[src/rtl/assert_macros.svh]
// Assertion macros used by the dispatcher top level.
`ifndef ASSERT_MACROS_SVH
`define ASSERT_MACROS_SVH

// Same-cycle implication, sampled on the rising clock edge, off in reset.
`define PAD_ASSERT_IMPL(label, clk, rst_n, cond, expr) \
    label: assert property (@(posedge clk) disable iff (!rst_n) (cond) |-> (expr)) \
        else $error("same-cycle check failed");

// Next-cycle implication, sampled on the rising clock edge, off in reset.
`define PAD_ASSERT_NEXT(label, clk, rst_n, cond, expr) \
    label: assert property (@(posedge clk) disable iff (!rst_n) (cond) |=> (expr)) \
        else $error("next-cycle check failed");

`endif

[src/rtl/pad_pkg.sv]
// Package: constants, types and helpers of the priority admission dispatcher.
`timescale 1ns / 1ps

package pad_pkg;

    localparam int ENTRIES   = 32;
    localparam int ADDR_W    = $clog2(ENTRIES);
    localparam int CNT_W     = $clog2(ENTRIES + 1);
    localparam int TAG_W     = 8;
    localparam int PRI_W     = 4;
    localparam int RAM_W     = 16;
    localparam int LEVELS    = 1 << PRI_W;
    localparam int CFG_W     = 16;

    localparam logic [RAM_W-1:0] CPU1_BUDGET_RST = RAM_W'(512);
    localparam logic [RAM_W-1:0] CPU2_BUDGET_RST = RAM_W'(1536);

    typedef enum logic {
        CMD_LOAD     = 1'b0,
        CMD_SCHEDULE = 1'b1
    } cmd_t;

    typedef enum logic {
        CFG_CPU1_BUDGET = 1'b0,
        CFG_CPU2_BUDGET = 1'b1
    } cfg_idx_t;

    typedef enum logic {
        CPU_FIRST  = 1'b0,
        CPU_SECOND = 1'b1
    } cpu_t;

    typedef enum logic [1:0] {
        QSEL_NONE   = 2'd0,
        QSEL_HIGH   = 2'd1,
        QSEL_MEDIUM = 2'd2,
        QSEL_LOW    = 2'd3
    } qsel_t;

    typedef struct packed {
        logic [TAG_W-1:0] tag;
        logic [PRI_W-1:0] pri;
        logic [RAM_W-1:0] ram;
    } entry_t;

    typedef struct packed {
        logic             found;
        logic [PRI_W-1:0] lvl;
    } lvl_find_t;

    // Lowest set bit of a priority presence mask.
    function automatic lvl_find_t first_level(input logic [LEVELS-1:0] mask);
        lvl_find_t res;
        res.found = 1'b0;
        res.lvl   = '0;
        for (int i = LEVELS - 1; i >= 0; i--) begin
            if (mask[i]) begin
                res.found = 1'b1;
                res.lvl   = PRI_W'(i);
            end
        end
        return res;
    endfunction

endpackage

[src/rtl/priority_admission_dispatcher.sv]
// Top level: job table, priority-ordered admission walk and result stage.
`timescale 1ns / 1ps

// A load (cmd = load) never raises busy: a new command
// may follow in the very next cycle. A load into a full table is dropped.
// A schedule command with loaded jobs raises busy from the next cycle and walks the job table
// once per distinct priority level present among the loaded jobs, reading one
// entry per cycle through the single read port of the table memory; jobs of
// the current level are reported in load order, which gives the stable sort.
// Each result passes the scan address, the table read register and the result
// registers in that order, and is strobed by result_valid for exactly one
// cycle. The receiver cannot stall results: they are gone after that cycle.
// last marks the final result of a run; an empty schedule only reloads the
// budgets and gives no result.
// Configuration writes take effect at once and belong in idle periods.
module priority_admission_dispatcher
(
    input  logic                        clk,
    input  logic                        rst_n,

    input  logic                        cfg_we,
    input  logic                        cfg_index,
    input  logic [pad_pkg::CFG_W-1:0]   cfg_wdata,

    input  logic                        start,
    output logic                        busy,
    input  logic                        cmd,
    input  logic [pad_pkg::TAG_W-1:0]   job_tag,
    input  logic [pad_pkg::PRI_W-1:0]   job_priority,
    input  logic [pad_pkg::RAM_W-1:0]   ram_need,

    output logic                        result_valid,
    output logic [pad_pkg::TAG_W-1:0]   out_tag,
    output logic [pad_pkg::PRI_W-1:0]   out_priority,
    output logic                        cpu_select,
    output logic                        admitted,
    output logic [1:0]                  queue_select,
    output logic                        queue_full,
    output logic                        last
);

    import pad_pkg::*;

`include "assert_macros.svh"

    typedef enum logic {
        S_IDLE,
        S_SCAN
    } state_t;

    // Configuration
    logic [RAM_W-1:0]   cpu1_budget_reg;
    logic [RAM_W-1:0]   cpu2_budget_reg;

    // Job table memory, undefined until loaded
    entry_t             table_mem [ENTRIES];
    entry_t             rd_q_reg;

    // Load side
    logic [CNT_W-1:0]   entry_count_reg;
    logic [LEVELS-1:0]  pri_mask_reg;

    // Scan sequencer
    state_t             state_reg;
    logic [CNT_W-1:0]   sched_n_reg;
    logic [LEVELS-1:0]  sched_mask_reg;
    logic [PRI_W-1:0]   scan_lvl_reg;
    logic [ADDR_W-1:0]  scan_addr_reg;
    logic               rd_valid_reg;
    logic [PRI_W-1:0]   rd_lvl_reg;
    logic [CNT_W-1:0]   emit_cnt_reg;

    // Budgets and persistent queue fills
    logic [RAM_W-1:0]   rem_first_reg;
    logic [RAM_W-1:0]   rem_second_reg;
    logic [CNT_W-1:0]   queue_fill_reg [3];

    // Result registers
    logic               result_valid_reg;
    logic [TAG_W-1:0]   out_tag_reg;
    logic [PRI_W-1:0]   out_priority_reg;
    logic               cpu_select_reg;
    logic               admitted_reg;
    logic [1:0]         queue_select_reg;
    logic               queue_full_reg;
    logic               last_reg;

    // Combinational
    logic               accept;
    logic               do_load;
    logic               do_sched;
    lvl_find_t          first_lvl;
    lvl_find_t          next_lvl;
    logic [LEVELS-1:0]  mask_above;
    logic               scan_at_end;
    logic               rd_hit;
    logic               hit_cpu;
    logic [RAM_W-1:0]   hit_budget;
    logic               hit_adm;
    logic               hit_queued;
    logic [1:0]         hit_qidx;
    logic               hit_qfull;
    logic [RAM_W-1:0]   rem_first_next;
    logic [RAM_W-1:0]   rem_second_next;

    assign busy     = (state_reg != S_IDLE) || rd_valid_reg;
    assign accept   = start && !busy;
    assign do_load  = accept && (cmd == CMD_LOAD) && (entry_count_reg < CNT_W'(ENTRIES));
    assign do_sched = accept && (cmd == CMD_SCHEDULE);

    // Level search: first level at schedule start, next level after a pass
    always_comb
    begin
        for (int i = 0; i < LEVELS; i++)
        begin
            mask_above[i] = sched_mask_reg[i] && (5'(i) > {1'b0, scan_lvl_reg});
        end
        first_lvl   = first_level(pri_mask_reg);
        next_lvl    = first_level(mask_above);
        scan_at_end = ({1'b0, scan_addr_reg} + CNT_W'(1)) == sched_n_reg;
    end

    // Admission of the entry read in the previous cycle
    always_comb
    begin
        rd_hit     = rd_valid_reg && (rd_q_reg.pri == rd_lvl_reg);
        hit_cpu    = (rd_q_reg.pri != '0) ? CPU_SECOND : CPU_FIRST;
        hit_budget = (hit_cpu == CPU_SECOND) ? rem_second_reg : rem_first_reg;
        hit_adm    = hit_budget >= rd_q_reg.ram;
        // priorities 1..3 map straight onto the high, medium, low queue codes
        hit_queued = hit_adm && (rd_q_reg.pri >= PRI_W'(1)) && (rd_q_reg.pri <= PRI_W'(3));
        hit_qidx   = rd_q_reg.pri[1:0] - 2'd1;
        hit_qfull  = hit_queued && (queue_fill_reg[hit_qidx] >= CNT_W'(ENTRIES));

        rem_first_next  = rem_first_reg;
        rem_second_next = rem_second_reg;
        if (do_sched)
        begin
            rem_first_next  = cpu1_budget_reg;
            rem_second_next = cpu2_budget_reg;
        end
        else if (rd_hit && hit_adm)
        begin
            if (hit_cpu == CPU_SECOND)
                rem_second_next = rem_second_reg - rd_q_reg.ram;
            else
                rem_first_next = rem_first_reg - rd_q_reg.ram;
        end
    end

    // Table memory: one write port for loads, one registered read port for the walk
    always_ff @(posedge clk)
    begin
        if (do_load)
            table_mem[entry_count_reg[ADDR_W-1:0]] <= '{tag: job_tag, pri: job_priority,
                                                        ram: ram_need};
        rd_q_reg <= table_mem[scan_addr_reg];
    end

    // Control, budgets, queues and registered results
    always_ff @(posedge clk or negedge rst_n)
    begin
        if (!rst_n)
        begin
            cpu1_budget_reg   <= CPU1_BUDGET_RST;
            cpu2_budget_reg   <= CPU2_BUDGET_RST;
            entry_count_reg   <= '0;
            pri_mask_reg      <= '0;
            state_reg         <= S_IDLE;
            sched_n_reg       <= '0;
            sched_mask_reg    <= '0;
            scan_lvl_reg      <= '0;
            scan_addr_reg     <= '0;
            rd_valid_reg      <= 1'b0;
            rd_lvl_reg        <= '0;
            emit_cnt_reg      <= '0;
            rem_first_reg     <= '0;
            rem_second_reg    <= '0;
            queue_fill_reg[0] <= '0;
            queue_fill_reg[1] <= '0;
            queue_fill_reg[2] <= '0;
            result_valid_reg  <= 1'b0;
            out_tag_reg       <= '0;
            out_priority_reg  <= '0;
            cpu_select_reg    <= 1'b0;
            admitted_reg      <= 1'b0;
            queue_select_reg  <= QSEL_NONE;
            queue_full_reg    <= 1'b0;
            last_reg          <= 1'b0;
        end
        else
        begin
            if (cfg_we)
            begin
                case (cfg_idx_t'(cfg_index))
                    CFG_CPU1_BUDGET: cpu1_budget_reg <= cfg_wdata;
                    CFG_CPU2_BUDGET: cpu2_budget_reg <= cfg_wdata;
                    default: ;
                endcase
            end

            if (do_load)
            begin
                entry_count_reg            <= entry_count_reg + CNT_W'(1);
                pri_mask_reg[job_priority] <= 1'b1;
            end

            rem_first_reg  <= rem_first_next;
            rem_second_reg <= rem_second_next;

            // walk sequencer
            rd_valid_reg <= 1'b0;
            case (state_reg)
                S_IDLE:
                begin
                    if (do_sched)
                    begin
                        // hand the table to the walk and empty it for new loads
                        sched_n_reg     <= entry_count_reg;
                        sched_mask_reg  <= pri_mask_reg;
                        entry_count_reg <= '0;
                        pri_mask_reg    <= '0;
                        emit_cnt_reg    <= '0;
                        scan_lvl_reg    <= first_lvl.lvl;
                        scan_addr_reg   <= '0;
                        if (first_lvl.found)
                            state_reg <= S_SCAN;
                    end
                end
                S_SCAN:
                begin
                    rd_valid_reg <= 1'b1;
                    rd_lvl_reg   <= scan_lvl_reg;
                    if (scan_at_end)
                    begin
                        scan_addr_reg <= '0;
                        scan_lvl_reg  <= next_lvl.lvl;
                        if (!next_lvl.found)
                            state_reg <= S_IDLE;
                    end
                    else
                    begin
                        scan_addr_reg <= scan_addr_reg + ADDR_W'(1);
                    end
                end
                default:
                begin
                    state_reg <= S_IDLE;
                end
            endcase

            // result stage
            result_valid_reg <= rd_hit;
            if (rd_hit)
            begin
                emit_cnt_reg     <= emit_cnt_reg + CNT_W'(1);
                out_tag_reg      <= rd_q_reg.tag;
                out_priority_reg <= rd_q_reg.pri;
                cpu_select_reg   <= hit_cpu;
                admitted_reg     <= hit_adm;
                queue_select_reg <= hit_queued ? rd_q_reg.pri[1:0] : QSEL_NONE;
                queue_full_reg   <= hit_qfull;
                last_reg         <= (emit_cnt_reg + CNT_W'(1)) == sched_n_reg;
                if (hit_queued && !hit_qfull)
                    queue_fill_reg[hit_qidx] <= queue_fill_reg[hit_qidx] + CNT_W'(1);
            end
        end
    end

    assign result_valid = result_valid_reg;
    assign out_tag      = out_tag_reg;
    assign out_priority = out_priority_reg;
    assign cpu_select   = cpu_select_reg;
    assign admitted     = admitted_reg;
    assign queue_select = queue_select_reg;
    assign queue_full   = queue_full_reg;
    assign last         = last_reg;

    // a matching read always turns into a strobed result
    `PAD_ASSERT_NEXT(a_hit_gives_result, clk, rst_n, rd_hit, result_valid)
    // the final result of a run is not followed by another in the next cycle
    `PAD_ASSERT_NEXT(a_last_then_quiet, clk, rst_n, result_valid && last, !result_valid)
    // a full-queue drop only happens to an admitted, queued job
    `PAD_ASSERT_IMPL(a_full_needs_queue, clk, rst_n, result_valid && queue_full,
                     admitted && (queue_select != QSEL_NONE))
    // never more results than jobs handed to the walk
    `PAD_ASSERT_IMPL(a_emit_bounded, clk, rst_n, state_reg == S_SCAN,
                     emit_cnt_reg <= sched_n_reg)

endmodule
[config.mk]
export PLATFORM = sky130hd
export DESIGN_NAME = priority_admission_dispatcher
export DESIGN_NICKNAME = d
export VERILOG_FILES = /design/src/rtl/pad_pkg.sv /design/src/rtl/priority_admission_dispatcher.sv
export VERILOG_INCLUDE_DIRS = /design/src /design/src/rtl
export SDC_FILE = /design/constraint.sdc
export NUM_CORES = 1
export LEC_CHECK = 0
export ABC_AREA = 0
export BUFFER_PORTS_ARGS = -buffer_cell sky130_fd_sc_hd__buf_2
export CORE_AREA = 5 5 290 292
export DETAILED_ROUTE_END_ITERATION = 10
export DIE_AREA = 0 0 295 297
export PLACE_DENSITY = 0.71
export SYNTH_ARGS = -nofsm -noshare
export SYNTH_HDL_FRONTEND = slang
export SYNTH_SLANG_ARGS = --single-unit
[constraint.sdc]
create_clock -name clk -period 4.6 [get_ports clk]
set_input_delay 0.92 -clock clk [delete_from_list [all_inputs] [get_ports clk]]
set_output_delay 0.92 -clock clk [all_outputs]
set_load 0.05 [all_outputs]
Word level (Yosys, flattened, before mapping):

Memories as Yosys holds them, arrays and structs flattened. A register that Yosys moved wholly into a read port is not among the register bits.
Cells that the tools add are included.

* $add $sub $neg: 8
* magnitude comparators: 24
* eq/ne operators: 7
* multiplexer cells: 71
* bitwise logic cells: 5
* reduce and logical (&&, ||, !) cells: 42

Operators by type and width (number)
* $mux W5: 33
* $mux W16: 10
* $mux W6: 9
* $gt A4 B4 Y1 const A: 8
* $sub A16 B16 Y16: 2
* $logic_and A1 B1 Y1: 27
* $add A6 B1 Y6 const B: 3
* $bwmux W18: 1
* $ge A16 B16 Y1: 1
* $gt A3 B4 Y1 const A: 4
* $or A16 B16 Y16: 1
* $reduce_and A2 Y1: 8
* $bmux W6 S2: 1
* $demux W6 S2: 1
* $eq A6 B6 Y1: 2
* $pmux W5 S2: 1
* $mux W1: 9
* $ge A4 B1 Y1 const B: 2
* $gt A2 B4 Y1 const A: 2
* $mux W4: 2
* $pmux W4 S2: 1
* $add A5 B1 Y6 const B: 1
* $ge A6 B6 Y1 const B: 1
* $lt A6 B6 Y1 const B: 1
* other kinds (19): 26

* register bits: 166
* bits in writable memories: 896
* bits of input ports: 50
* output and inout port bits: 20
* logic and storage cells: 183
* memories: 1

Memory list
* table_mem: depth 32, width 28, rd ports 1, clocked after Yosys merged registers in 1, wr ports 1, RTL line priority_admission_dispatcher.sv:56 `entry_t table_mem [ENTRIES];`

Depth between registers and ports, before layout:

Gate-level depths: netlist of the first run.

* word-level depth: 20
* depth in mapped cells: 17
* mapped depth without buffers: 14

Worst setup path before layout of the first run:

OpenSTA, ideal clock, no wires.

* kind: input to register
* from: input port start
* to: memory table_mem[23][0] in the netlist's numbering, enable pin
* setup time: 454 ps
* data arrival time: 3834 ps
* data required time: 4146 ps
* path slack: 311 ps
* cell stages on the path: 5
* buffers on the path: 1
* cells stage by stage: nand2_1 > nor3_1 > clkbuf_1 > nand3_1 > nor3b_1

* cells in the longest elaborated chain, start to end: 5

Ends and longest elaborated chain
* from (decl): RTL line priority_admission_dispatcher.sv:25 `input logic start,`
* $logic_and A1 B1 Y1: RTL line priority_admission_dispatcher.sv:107 `assign accept = start && !busy;`
* $logic_and A1 B1 Y1 (2 in a row): RTL line priority_admission_dispatcher.sv:108 `assign do_load = accept && (cmd == CMD_LOAD) && (entry_count_reg < CNT_W'(ENTRIES));`
* $mux W1: RTL line priority_admission_dispatcher.sv:154 `if (do_load)`
* $mux W1 (not written as such): RTL line priority_admission_dispatcher.sv:155 `table_mem[entry_count_reg[ADDR_W-1:0]] <= '{tag: job_tag, pri: job_priority,`
* to (decl): RTL line priority_admission_dispatcher.sv:56

Every way passes these cells.

Worst setup path in the final report of the first run:

* from: register, netlist name rd_q_reg[16]
* to: register rem_second_reg[3]

* cells in the longest elaborated chain, start to end: 7
* elaborated cells between the ends (all ways): 10

Ends and longest elaborated chain
* $reduce_bool A4 Y1: RTL line priority_admission_dispatcher.sv:127 `hit_cpu = (rd_q_reg.pri != '0) ? CPU_SECOND : CPU_FIRST;`
* $mux W1: RTL line priority_admission_dispatcher.sv:127
* $mux W16: RTL line priority_admission_dispatcher.sv:128 `hit_budget = (hit_cpu == CPU_SECOND) ? rem_second_reg : rem_first_reg;`
* $ge A16 B16 Y1: RTL line priority_admission_dispatcher.sv:129 `hit_adm = hit_budget >= rd_q_reg.ram;`
* $logic_and A1 B1 Y1: RTL line priority_admission_dispatcher.sv:142 `else if (rd_hit && hit_adm)`
* $reduce_bool A2 Y1 (no line)
* $reduce_and A2 Y1 (no line) (*)
* to (signal assigned): RTL line priority_admission_dispatcher.sv:209 `rem_second_reg <= rem_second_next;`
* to (decl): RTL line priority_admission_dispatcher.sv:75 `logic [RAM_W-1:0] rem_second_reg;`

Mark *: on every way between the ends. The rest lies on a longest branch, timed or not.
A chain may end at the register's enable or synchronous reset.

==> out/results.ini, run 1 <==
[outcome]
status=complete, no violations

[worst_setup_path]
end_kind=flip-flop
reg2reg_to=rem_second_reg[3]
worstReg2RegStart=rd_q_reg[16]
path_max_fanout=20
cp-startpoint=rd_q_reg[16]
start_kind=flip-flop
worstSetupPathType=flip-flop to flip-flop
cp.arrival_ns=4.68
r2r_slack_ns=0.48
reg2regPathDepth=14
cp.required_ns=5.16

[timing]
finalCritPeriodShare=0.8954
rsz0062_at_grt=no
min_period_ns=4.119
worst_pin_slew_ns=1.013
finalMaxSlewViolations=0
max_freq_mhz=242.8
hold_viol_final=0
slew_headroom=0.3246
whs_ns=0.3455
setup_viol=0
finClkSkew_ns=0.02734
totalNegativeSetupSlack_ns=0

[finish]
syn_to_final_growth_pct=13.23
fin_nets=2610
final_core_util=0.6138
drive_gt1_frac=0.2695
largest_reg_flops=896
fillers=5624
final_area_mm2=0.04992

[detailed_routing]
drtIter0Drc=2212
route.detailed.drc=0
drt-total-wl_mm=101.8
met1_length_mm=41.73
ant_nets=0
routed-wl-met2_mm=50.46
via_per_inst=6.278
route.vias.total=23020
route.met3.wl_mm=7.775
post_drt_wl_per_cell_um=27.78
firstDrtPassIters=5
maxUsedRoutingLayer=met4

[synth]
yosysMostFrequentCell=edfxtp_1
synth_area_leaders=edfxtp_1 61%, mux4_2 14%, dfrtp_1 9.2%, ha_1 1.7%, mux2_2 1.7%
synth.distinct_cells=72
syn_inst=2365
yosys.area.top_type=edfxtp_1
ys_async_sr_fraction=0.1515
yosys_most_used_dff=edfxtp_1
ys_seq_area_frac=0.7168
yosys_warnings=0
netlist_area_mm2=0.04409
ys_ff_latch=1089
avgSynthCellArea_um2=18.64
synth_common_cells=896 x edfxtp_1, 280 x mux4_2, 188 x nand2_1
synth.top_cell.area_share=0.6103
syn_nets=2476
synth_edf_count=896

[power_and_ir_drop]
vdd.ir_drop.worst_mv=0.3304
switching_power_mw=3.903
p_leak_nw=17.12
power_mw=19.83
clockPowerShare=0.446
p_int_mw=15.92
combPwrFrac=0.011
pwr-share-seq=0.542
power_density_mw_per_mm2=397.2
switching_share=0.1968

[place]
postPlaceCellArea_mm2=0.04630
routabilityCongestion=0.8860
portBuffers=69
place_hpwl_mm=59.51

[die]
rows=105
core-area_mm2=0.08132
die_w_um=295
die_area_mm2=0.08762
die_height_um=297
pin_count=70
start_util=0.5421

[cts]
cts_tree=done
htreeDepth=3
cts_root_buf=clkbuf_16
cts_setup_buffers=0
postCtsHoldBufs=0
numCtsBuffers=108
cts.clk_slew.worst_paths_ns=0.06
ctsResizeCount=0
clkSinkCount=1089
clockBufferDepth=3
clkLatencyLatePin_ns=0.68

[global_route]
grt_pass1_wl_mm=153.6
grt_max_degree=100
grt_pass1_vias=23480
grt_overflow=0
grtUsageTotal=0.2337
antenna_found_initial=4

[worst_hold_path]
hold_class=input pin to async pin

[flow_run]
drv_cap=0

## cells in the final DEF (no fill, tap or decap), types with 12 or more instances in the layout
master,count
clkbuf_1,23
buf_2,68
inv_1,40
edfxtp_1,896
ha_1,59
xor2_1,28
clkinv_2,25
nor2_1,89
xnor2_1,23
a221o_1,12
mux2_2,65
mux4_2,280
a22oi_1,15
buf_12,20
nor3_1,17
dfxtp_1,28
nand2_1,188
a21oi_1,50
nor2_4,30
clkbuf_16,110
mux2_1,18
nand3_1,22
clkinv_1,13
buf_4,43
nor2b_1,13
dfrtp_1,157
o21ai_0,59
## stage by stage
stage,setup slack (ns),std cells
CTS,0.4556,3664
floorplan,0.3114,2365
global placement,0.6282,3459
finish,0.4810,3666
detailed placement,0.4634,3459
global route,0.1495,3664
## layout make-up
class / instances / area (µm²) / area share
sequential: 1089 / 31620 / 0.6334
multi-input combinational: 1127 / 12120 / 0.2428
inverter: 41 / 153.9 / 0.003083
tap: 1070 / 1339 / 0.02682
clock inverter: 64 / 658.1 / 0.01318
antenna: 2 / 5.005 / 0.0001003
clock buffer: 141 / 2949 / 0.05908
timing repair buffer: 132 / 1075 / 0.02153
## critical path: stages (launching register included)
cell and delay, ns:
dfxtp_1 0.39, inv_1 0.25, ha_1 0.23, and2_1 0.38
buf_4 0.33, nand2_1 0.09, nand2_1 0.07, ha_1 0.24
a21o_1 0.17, a211o_1 0.33, a2111oi_2 0.28, o41ai_2 0.22
nand2_1 0.44, nor2_1 0.23, a221o_1 0.37
## power by group through the flow
stage | combinational [mW] | sequential (mW) | clock [mW]
after floorplan | 0.0480 | 10.9 | 0
after global placement | 0.206 | 11.0 | 0
after detailed placement | 0.226 | 11.0 | 0
after CTS | 0.226 | 10.8 | 9.00
after global routing | 0.247 | 10.7 | 9.43
final | 0.223 | 10.8 | 8.85
## worst max path at each step
stage	depth (start not counted)	slack, ns	to
after CTS	14	0.46	rem_second_reg[3]
after global routing	14	0.15	rem_second_reg[1]
after detailed placement	14	0.46	rem_second_reg[3]
after floorplan	5	0.31	table_mem[23][0]
after global placement	14	0.63	queue_fill_reg[5]
final	14	0.48	rem_second_reg[3]
## cell families (layout without fill, tap and decap cells)
group | Yosys count | in the layout | synth area share
simple gates | 411 | 411 | 0.04073
other cells | 0 | 2 | 0
xor+xnor | 51 | 51 | 0.01013
buf+inv | 149 | 378 | 0.01365
compound gates | 235 | 235 | 0.03548
fa+ha+maj | 61 | 61 | 0.01765
mux | 369 | 369 | 0.1656
flops | 1089 | 1089 | 0.7168
## metal layers
| metal | track usage | up-vias |
|---|---|---|
| met5 | 0 | - |
| met4 | 0.05136 | 0 |
| met3 | 0.03718 | 132 |
| met2 | 0.3782 | 991 |
| met1 | 0.3439 | 12140 |
| li1 | - | 9751 |
(Power assumes the default switching activity.)
==> run 2, diff against run 1 <==
- CTS_BUF_LIST: default -> sky130_fd_sc_hd__clkbuf_8
==> run 2 against run 1 <==
Net effect: design area fell by 0.60%; sequential cell count did not move; via count rose by 1.1%; largest power group unchanged; non-clock buffer count did not move; sequential power barely moved; clock skew rose by 0.014 ns; first-iteration DRC count rose by 4.1%; die area did not move; worst setup slack got worse by 0.011 ns; worst hold slack got worse by 0.16 ns; final cell count rose by 3.1%; core utilization fell by 0.37 points.
==> out/results.ini, run 2 (synthesized netlist as in run 1, its figures left out) <==
[timing]
finClkSkew_ns=0.04172
rsz0062_at_grt=no
worst_pin_slew_ns=1.033
finalMaxSlewViolations=0
worst_slack_ns=0.4700
max_freq_mhz=242.1
min_period_ns=4.130
totalNegativeSetupSlack_ns=0
hold_viol_final=0
slew_headroom=0.3110
setup_viol=0
finalCritPeriodShare=0.8978
whs_ns=0.1874

[cts]
postCtsHoldBufs=0
cts_root_buf=clkbuf_8
cts_tree=done
clkLatencyLatePin_ns=0.81
ctsResizeCount=0
cts_setup_buffers=0
cts.clk_slew.worst_paths_ns=0.06
numCtsBuffers=172
clkSinkCount=1089
htreeDepth=4
clockBufferDepth=3

[detailed_routing]
post_drt_wl_per_cell_um=26.88
drtIter0Drc=2302
drt-total-wl_mm=101.6
firstDrtPassIters=5
ant_nets=0
route.detailed.drc=0
route.vias.total=23280
via_per_inst=6.160

[power_and_ir_drop]
power_mw=18.78
p_leak_nw=17.30
vdd.ir_drop.worst_mv=0.2663
power_density_mw_per_mm2=378.5

[worst_setup_path]
critPathMaxStageDelay_ns=0.44
cp.required_ns=5.29
start_kind=flip-flop
end_kind=flip-flop
crit_chain=inv_1 -> ha_1 -> and2_1 -> buf_4 -> nand2_1 -> nand2_1 -> ha_1 -> a21o_1 -> a21o_1 -> a2111oi_2 -> o41ai_2 -> nand2_1 -> nor2_1 -> a221o_1
crit_top_cell=nand2_1
reg2regPathDepth=14
worstSetupPathType=flip-flop to flip-flop
cp_slowest_cell=nand2_1
path_max_fanout=20
cp.arrival_ns=4.82

[die]
rows=105
die_area_mm2=0.08762
die_w_um=295
core-area_mm2=0.08132
die_height_um=297
pin_count=70
start_util=0.5421

[global_route]
grt_max_degree=100
grt_pass1_vias=23930
grt_overflow=0
grtUsageTotal=0.2341
grt_pass1_wl_mm=153.2
antenna_found_initial=4

[flow_run]
drv_cap=0

[place]
portBuffers=69
dp.cells=3459
pre_cts_ws_ns=0.4634
place_hpwl_mm=59.51
routabilityCongestion=0.8860

[finish]
largest_reg_flops=896
layout_commonest_cell=edfxtp_1
fillers=5698
layout.cells.non_filler=3779
drive_gt1_frac=0.2768
final_cell_mix=896 x edfxtp_1, 280 x mux4_2, 190 x clkbuf_8, 188 x nand2_1, 157 x dfrtp_1
syn_to_final_growth_pct=12.55
fin_nets=2674

[worst_hold_path]
hold_class=input pin to async pin

[outcome]
status=complete, no violations

==> run 2: changes by cell type in the layout (fill, tap and decap cells not counted), sizes merged <==
cell,before,now
bufinv,11,5
inv,44,119
clkbuf,141,190
diode,2,3
clkinvlp,4,3
clkinv,46,41
==> run 2: worst paths after layout <==
kind                            slack [ns]          from                 end
max in group asynchronous             3.35         rst_n     pri_mask_reg[2]
worst max register to register        0.47  rd_q_reg[16]   rem_second_reg[3]
worst min-delay path                  0.19         rst_n  cpu1_budget_reg[3]
worst min register to register        0.42  rd_q_reg[26]          out_tag[6]
min in group clk                      0.36  cfg_wdata[9]  cpu2_budget_reg[9]
worst max-delay path                  0.47  rd_q_reg[16]   rem_second_reg[3]
==> run 2: per-stage QoR <==
stage | area, µm² | utilization
finish | 49620 | 0.6101
global route | 49610 | 0.6101
CTS | 49610 | 0.6100
detailed placement | 46300 | 0.5694
global placement | 46300 | 0.5694
floorplan | 44090 | -
==> run 2: area by class of cell <==
type | count | area (µm²) | area share
Sequential cell | 1089 | 31620 | 0.6372
Multi-Input combinational cell | 1127 | 12120 | 0.2443
Clock buffer | 190 | 2615 | 0.05270
Tap cell | 1070 | 1339 | 0.02698
Timing Repair Buffer | 132 | 1075 | 0.02166
Clock inverter | 127 | 690.7 | 0.01392
Inverter | 41 | 153.9 | 0.003102
Antenna cell | 3 | 7.507 | 0.0001513
==> run 2: layer usage <==
metal  global-route usage  wire (µm)
met1               0.3375      41500
met3              0.05271       8509
met2               0.3707      49660
met5                    0          0
met4              0.05917       1907
==> run 2: power breakdown <==
group	total [mW]	switching (mW)	internal [mW]
clock network	7.80	3.72	4.09
registers	10.8	0.0344	10.7
logic	0.223	0.169	0.0534
==> run 2: critical path, delay by kind of cell (launching register included) <==
family	cells	cell delay, ns
AOI/OAI and AO/OA	5	1.37
adders and majority gates	2	0.47
DFF	1	0.39
and+or+nand+nor	5	1.21
buffers and inverters	2	0.58
